<file path="config.mk">
export PLATFORM = sky130hd
export DESIGN_NAME = linear_scan_priority_queue
export DESIGN_NICKNAME = d
export VERILOG_FILES = /design/src/hdl/lsp_pkg.sv /design/src/hdl/linear_scan_priority_queue.sv
export SDC_FILE = /design/constraint.sdc
export NUM_CORES = 1
export LEC_CHECK = 0
export BUFFER_PORTS_ARGS = -buffer_cell sky130_fd_sc_hd__buf_2
export CAP_MARGIN = 15
export CORE_UTILIZATION = 60
export DETAILED_ROUTE_END_ITERATION = 10
export PLACE_DENSITY = 0.74
export SLEW_MARGIN = 20
export SYNTH_ARGS = -nofsm -noshare
export SYNTH_HDL_FRONTEND = slang
export SYNTH_SLANG_ARGS = --single-unit
</file>
<file path="constraint.sdc">
create_clock -name clk -period 5.32 [get_ports clk]
set_input_delay 0.266 -clock clk [delete_from_list [all_inputs] [get_ports clk]]
set_output_delay 0.266 -clock clk [all_outputs]
set_load 0.02 [all_outputs]
</file>
<file path="src/hdl/lsp_pkg.sv">
`default_nettype none

package lsp_pkg;

	// operation codes carried on kind
	localparam logic [1:0] KIND_INSERT  = 2'd0;
	localparam logic [1:0] KIND_EXTRACT = 2'd1;
	localparam logic [1:0] KIND_CLEAR   = 2'd2;

	localparam int VALUE_W = 16;
	localparam int PRIO_W  = 8;
	localparam int COUNT_W = 6;

	// one stored queue entry
	typedef struct packed {
		logic [VALUE_W-1:0] value;
		logic [PRIO_W-1:0]  prio;
	} entry_t;

endpackage

`default_nettype wire

</file>
<file path="src/hdl/linear_scan_priority_queue.sv">
`default_nettype none

// channel   | handshake            | signals
// ----------+----------------------+---------------------------------------------
// command   | start high, busy low | kind, item_value, item_priority
// result    | done, one cycle      | out_value, found, dropped, entry_count,
//           |                      | is_full, is_empty
//
// insert, clear, unused kind, extract on an empty queue: the result is registered in
// the execute state that follows the word being taken. extract on n entries, winner at
// place w: through the one read port of the entry memory, a scan of all n priorities,
// then a shift of the n - 1 - w later entries down one place.
// asynchronous active-low reset empties the queue; entry contents are not cleared.
// the receiver cannot stall: each result word is shown for one cycle with done.
module linear_scan_priority_queue import lsp_pkg::*; #(
	parameter int QUEUE_DEPTH = 32
) (
	input  wire logic               clk,
	input  wire logic               arst_n,
	input  wire logic               start,
	output      logic               busy,
	input  wire logic [1:0]         kind,
	input  wire logic [VALUE_W-1:0] item_value,
	input  wire logic [PRIO_W-1:0]  item_priority,
	output      logic               done,
	output      logic [VALUE_W-1:0] out_value,
	output      logic               found,
	output      logic               dropped,
	output      logic [COUNT_W-1:0] entry_count,
	output      logic               is_full,
	output      logic               is_empty
);

	localparam int IDX_W = (QUEUE_DEPTH > 1) ? $clog2(QUEUE_DEPTH) : 1;
	localparam int CNT_W = $clog2(QUEUE_DEPTH + 1);
	localparam logic [CNT_W-1:0] DEPTH_C = CNT_W'(QUEUE_DEPTH);

	localparam logic [1:0] ST_IDLE  = 2'd0;
	localparam logic [1:0] ST_EXEC  = 2'd1;
	localparam logic [1:0] ST_SCAN  = 2'd2;
	localparam logic [1:0] ST_SHIFT = 2'd3;

	logic [1:0]         state_q;
	logic [CNT_W-1:0]   cnt_q;
	logic [CNT_W-1:0]   idx_q;
	logic               pv_q;
	logic [IDX_W-1:0]   pidx_q;
	logic [1:0]         kind_q;
	entry_t             item_q;
	entry_t             rdata_q;
	logic [IDX_W-1:0]   best_idx_q;
	logic [PRIO_W-1:0]  best_prio_q;
	logic [VALUE_W-1:0] best_val_q;
	logic               done_q;
	logic [VALUE_W-1:0] out_value_q;
	logic               found_q;
	logic               dropped_q;

	entry_t             mem [QUEUE_DEPTH];
	logic               we;
	logic [IDX_W-1:0]   waddr;
	entry_t             wdata;
	logic [IDX_W-1:0]   raddr;

	logic               upd;
	logic [IDX_W-1:0]   best_idx_nx;
	logic               issue;

	// entry memory: one write port, one registered read port
	always_ff @(posedge clk) begin
		if (we) begin
			mem[waddr] <= wdata;
		end
		rdata_q <= mem[raddr];
	end

	assign raddr = idx_q[IDX_W-1:0];
	assign issue = (idx_q < cnt_q);

	// shared comparator: earliest entry wins among equal priorities
	assign upd         = pv_q && ((pidx_q == '0) || (rdata_q.prio > best_prio_q));
	assign best_idx_nx = upd ? pidx_q : best_idx_q;

	// write port: append on insert, move down during the shift
	always_comb begin
		we    = 1'b0;
		waddr = pidx_q - IDX_W'(1);
		wdata = rdata_q;
		unique case (state_q)
			ST_EXEC: begin
				if (kind_q == KIND_INSERT && cnt_q < DEPTH_C) begin
					we    = 1'b1;
					waddr = cnt_q[IDX_W-1:0];
					wdata = item_q;
				end
			end
			ST_SHIFT: begin
				we = pv_q;
			end
			default: begin
				we = 1'b0;
			end
		endcase
	end

	// sequencer
	always_ff @(posedge clk or negedge arst_n) begin
		if (!arst_n) begin
			state_q     <= ST_IDLE;
			cnt_q       <= '0;
			idx_q       <= '0;
			pv_q        <= 1'b0;
			pidx_q      <= '0;
			kind_q      <= KIND_INSERT;
			item_q      <= '0;
			best_idx_q  <= '0;
			best_prio_q <= '0;
			best_val_q  <= '0;
			done_q      <= 1'b0;
			out_value_q <= '0;
			found_q     <= 1'b0;
			dropped_q   <= 1'b0;
		end else begin
			done_q <= 1'b0;
			unique case (state_q)
				ST_IDLE: begin
					if (start) begin
						kind_q       <= kind;
						item_q.value <= item_value;
						item_q.prio  <= item_priority;
						state_q      <= ST_EXEC;
					end
				end
				ST_EXEC: begin
					out_value_q <= '0;
					found_q     <= 1'b0;
					dropped_q   <= 1'b0;
					idx_q       <= '0;
					pv_q        <= 1'b0;
					unique case (kind_q)
						KIND_INSERT: begin
							if (cnt_q < DEPTH_C) begin
								cnt_q <= cnt_q + CNT_W'(1);
							end else begin
								dropped_q <= 1'b1;
							end
							done_q  <= 1'b1;
							state_q <= ST_IDLE;
						end
						KIND_EXTRACT: begin
							if (cnt_q == '0) begin
								done_q  <= 1'b1;
								state_q <= ST_IDLE;
							end else begin
								state_q <= ST_SCAN;
							end
						end
						KIND_CLEAR: begin
							cnt_q   <= '0;
							done_q  <= 1'b1;
							state_q <= ST_IDLE;
						end
						default: begin
							done_q  <= 1'b1;
							state_q <= ST_IDLE;
						end
					endcase
				end
				ST_SCAN: begin
					if (upd) begin
						best_idx_q  <= pidx_q;
						best_prio_q <= rdata_q.prio;
						best_val_q  <= rdata_q.value;
					end
					if (issue) begin
						pv_q   <= 1'b1;
						pidx_q <= idx_q[IDX_W-1:0];
						idx_q  <= idx_q + CNT_W'(1);
					end else begin
						// last priority compared this cycle
						pv_q    <= 1'b0;
						idx_q   <= CNT_W'(best_idx_nx) + CNT_W'(1);
						state_q <= ST_SHIFT;
					end
				end
				ST_SHIFT: begin
					if (issue) begin
						pv_q   <= 1'b1;
						pidx_q <= idx_q[IDX_W-1:0];
						idx_q  <= idx_q + CNT_W'(1);
					end else begin
						pv_q        <= 1'b0;
						cnt_q       <= cnt_q - CNT_W'(1);
						out_value_q <= best_val_q;
						found_q     <= 1'b1;
						done_q      <= 1'b1;
						state_q     <= ST_IDLE;
					end
				end
				default: begin
					state_q <= ST_IDLE;
				end
			endcase
		end
	end

	// result word and status
	assign busy        = (state_q != ST_IDLE);
	assign done        = done_q;
	assign out_value   = out_value_q;
	assign found       = found_q;
	assign dropped     = dropped_q;
	assign entry_count = COUNT_W'(cnt_q);
	assign is_full     = (cnt_q == DEPTH_C);
	assign is_empty    = (cnt_q == '0);

endmodule

`default_nettype wire
</file>
-- Yosys cells after proc, flatten, opt, wreduce, memory -nomap -nowiden
Memory sizes are Yosys's and may differ from the RTL's. A register that Yosys moved wholly into a read port is not among the register bits.
Cells that the tools add are included.
- register bits: 94
- bits in latches: 0
- bits in writable memories: 768
- bits in read-only memories: 0
- input bits: 29
- output and inout port bits: 28
- word-level logic and storage cells: 89
- memories kept: 1
- add/sub/neg operators: 5
- multiply operators: 0
- div/mod/pow operators: 0
- $lt $le $gt $ge: 3
- equality and inequality tests: 12
- shift operators: 0
- mux-type cells: 34
- bitwise gates (word level): 0
- reduce and logical (&&, ||, !) cells: 19
- memories (memory ; depth ; width ; read ports ; clocked after Yosys merged registers in ; wr ports ; RTL line ; RTL):
    mem ; 32 ; 24 ; 1 ; 1 ; 1 ; linear_scan_priority_queue.sv:59 ; entry_t mem [QUEUE_DEPTH];
- operators with widths (operator ; number):
    $mux 24 ; 2
    $pmux 16 s2 ; 1
    $mux 6 ; 4
    $pmux 6 s2 ; 2
    $pmux 6 s3 ; 1
    $mux 16 ; 1
    $mux 5 ; 3
    $add 6x1->6 const B ; 2
    $mux 1 ; 10
    $mux 2 ; 5
    $reduce_and 2->1 ; 5
    $gt 8x8->1 ; 1
    $ne 2x2->1 const B ; 4
    $pmux 1 s2 ; 4
    $pmux 2 s4 ; 1
    $add 5x1->6 const B ; 1
    $eq 2x2->1 const B ; 3
    $eq 6x6->1 const B ; 1
    $logic_not 6->1 ; 1
    $lt 6x6->1 ; 1
    $lt 6x6->1 const B ; 1
    $reduce_bool 2->1 ; 3
    $sub 6x1->6 const B ; 1
    $logic_not 5->1 ; 1
    other kinds (11) ; 14

-- Logic depth before layout (Yosys ltp)
- word-level depth: 7
- gate-level depth with buffers: 15
- gate-level depth less buffers: 14

-- Least setup slack after synthesis
No wires, ideal clock.
- path kind: register to register
- start: reg cnt_q[5], in the netlist entry_count[5]
- end: mem mem[16][0] (netlist name), enable pin
- library setup time: 0.405 ns
- data arrival time: 2.829 ns
- data required time: 4.915 ns
- slack: 2.087 ns
- cell stages (with the launch flop): 8
- path buffers: 2
- clock period less this slack: 3.233 ns
- cells stage by stage: dfrtp_1 > buf_2 > inv_2 > nand4_1 > clkbuf_1 > mux2i_1 > or3b_1 > nor2_1
- cells in the longest elaborated chain, start to end: 6
- elaborated cells between the ends (all ways): 8
- classes of those cells: order compare (1); mux (6); reduce/logical (1)
- RTL lines (item ; RTL line ; RTL):
    from (decl) ; linear_scan_priority_queue.sv:44 ; logic [CNT_W-1:0] cnt_q;
    from (signal assigned) ; linear_scan_priority_queue.sv:143 ; cnt_q <= cnt_q + CNT_W'(1);
    from (signal assigned) ; linear_scan_priority_queue.sv:193 ; cnt_q <= cnt_q - CNT_W'(1);
    $lt 6x6->1 * ; linear_scan_priority_queue.sv:91 ; if (kind_q == KIND_INSERT && cnt_q < DEPTH_C) begin
    $logic_and 1x1->1 * ; linear_scan_priority_queue.sv:91 ;
    $mux 1 ; linear_scan_priority_queue.sv:91 ;
    $pmux 1 s2 ; linear_scan_priority_queue.sv:89 ; unique case (state_q)
    $mux 1 ; linear_scan_priority_queue.sv:71 ; if (we) begin
    $mux 1 (implied by the code) ; linear_scan_priority_queue.sv:72 ; mem[waddr] <= wdata;
    to (decl) ; linear_scan_priority_queue.sv:59 ;
Mark *: on every way between the ends. The rest lies on a longest branch, timed or not.

==> impl_metrics.ini <==
[clock_network]
clock_sinks = 886
cts-buffers-inserted = 85
clock_path_buffers = 3
clk_latency_ns = 0.64
cts_setup_buffers = 0
cts_resized = 0
h-tree-depth = 3
cts_hold_buf = 28
ctsRootBufferMaster = clkbuf_16
clk_pin_slew_ns = 0.06
cts_tree = done

[timing]
min_period_over_period = 0.705
clock_skew_ns = 0.0299
rsz0062_at_grt = no
worst_pin_slew_ns = 1.08
timing.slew.headroom = 0.280
whs_ns = 0.179
final-hold-violation-count = 0
slew_viol_final = 0
setup_tns_ns = 0
period_needed_ns = 3.75
max_freq_mhz = 267
fin_ws_ns = 1.57
setup_viol = 0

[synth]
syn_area_mm2 = 0.0346
ys_async_sr_fraction = 0.106
synth_edf_count = 768
synth_area_leaders = edfxtp_1 67%, mux4_2 15%, dfrtp_1 6.8%
synthesis.nets = 1689
synth-seq-cells = 886
synth_ff_type = edfxtp_1
yosysTopAreaCellShare = 0.666
yosysSeqAreaShare = 0.748
synth.distinct_cells = 57
avgSynthCellArea_um2 = 21.1
netlist_instances = 1641
synth_top_cell_by_area = edfxtp_1
yosys_warnings = 0

[place]
dp_cells = 2401
gp_congestion = 0.911
io_buffers = 56
dpl.hpwl_mm = 48.1
detailedPlace.worstSlack_ns = 1.58

[status]
outcome = complete, no violations

[pwr]
cellInternalPower_uw = 15700
power_density_mw_per_mm2 = 605
clock_power_share = 0.255
peakVddDrop_mv = 0.398
power_leakage_uw = 0.0128
power.share.switching = 0.335
power_frac_seq = 0.432
p_switching_uw = 7920
combPwrFrac = 0.312

[layout]
layout_common_cells = 768 x edfxtp_1, 238 x mux4_2, 101 x nand2_1
final-instance-count-excl-fill = 2587
nets = 1809
layout_commonest_cell = edfxtp_1
diodes = 0
areaGrowthSynthToFinish_pct = 12.9
drive_above_1_share = 0.289

[global_route]
overflow = 0
grt_max_degree = 101
first_global_vias = 17000
grt_pass1_wl_mm = 119
grt_use_total = 0.286
antenna_found_initial = 6

[floorplan]
die_width_um = 242
core_area_mm2 = 0.0567
dieHeight_um = 242
initial_core_util = 0.610
dieArea_mm2 = 0.0586
num_rows = 87
pin_count = 57

[routing]
drc_errors = 0
wl_per_cell_um = 31.3
vias = 17100
vias_per_cell = 6.62
drtAntennaViolNets = 0
routed_wl_mm = 81.1
dr.pass1.iters = 5
drtIter0Drc = 2291

[setup_path]
cp-start-kind = register
cp_max_fo = 24
crit_type = register to register
end_kind = register
required_ns = 5.55
cp.arrival_ns = 3.98

[worst_hold_path]
min_path_type = primary input to async pin

[job]
cap_violations = 0
final timing paths:
check | from | end | slack (ns) | cells after the start
setup / recovery | register | mem[31][10] | 1.57 | 6
hold reg to reg | found | found | 0.48 | 1
setup reg to reg | register | mem[31][10] | 1.57 | 6
hold / removal | arst_n | entry_count[3] | 0.18 | 2
max in group asynchronous | arst_n | out_value[9] | 3.99 | 3
min in group clk | item_value[5] | item_q[13] | 0.38 | 3
power groups by stage:
stage                     clock (µW)  sequential (µW)  combinational (µW)
after floorplan                    0            10000                4560
after global placement             0            10300                7060
after detailed placement           0            10400                7260
after CTS                       6110            10200                7340
after global routing            6350            10300                7790
final                           6040            10200                7390
state kept, by name, summed over array words and instances, names as in the netlist, 2 cells and up, named ones only:
| signal | count |
|---|---|
| mem | 768 |
| kind_q | 2 |
| idx_q | 6 |
| pidx_q | 5 |
| rdata_q | 24 |
| out_value | 16 |
| entry_count | 6 |
| best_prio_q | 8 |
| best_val_q | 16 |
| best_idx_q | 5 |
| item_q | 24 |
final cells by class:
cell class | instances | area [µm²]
Sequential cell | 886 | 25900
Fill cell | 3401 | 17600
Multi-Input combinational cell | 652 | 8510
Clock buffer | 110 | 2320
Tap cell | 756 | 946
Timing Repair Buffer | 115 | 833
Clock inverter | 47 | 482
Inverter | 21 | 81.3
cells in the mapped netlist (all sizes together), types with 3 or more instances:
library cell	instances
and2	4
mux4	240
inv	21
nand2	107
o31ai	6
mux2	85
a31oi	5
buf	36
dfxtp	24
nand3	14
o22ai	4
a21o	6
nor3	4
a22o	16
nand2b	4
a21boi	3
clkbuf	46
o21ai	19
dfrtp	94
nor2	51
nand4	3
edfxtp	768
o211ai	6
xnor2	6
a21oi	14
ha	19
mux2i	5
through the flow:
stage          utilization  instance area, µm²  power (µW)
2_1_floorplan            -               34600       14600
3_3_place_gp         0.634               36000       17400
3_5_place_dp         0.634               36000       17600
4_1_cts              0.688               39000       23700
5_1_grt              0.689               39100       24500
6_report             0.689               39100       23700
metal layers:
layer | routed length [µm] | global-route usage
met3 | 9290 | 0.0508
met5 | 0 | 0
met1 | 33100 | 0.453
met2 | 36700 | 0.416
met4 | 1960 | 0.0806
logic make-up after synthesis:
family | after synthesis | synth area share
AO/OA/AOI/OAI | 93 | 0.0184
XOR/XNOR | 8 | 0.00202
adder cells (fa/ha/maj) | 19 | 0.00687
buffers and inverters | 103 | 0.0139
flip-flops | 886 | 0.748
multiplexers | 330 | 0.185
AND/OR/NAND/NOR | 202 | 0.0251
worst max-delay path: stages, from the launching register on:
cell     delay (ns)
dfrtp_1        0.75
inv_2          0.18
nor2_1         0.46
nand2_1        0.18
o22ai_1        0.22
nand2_1        0.64
nor2_4         0.90
(Power assumes the default switching activity.)
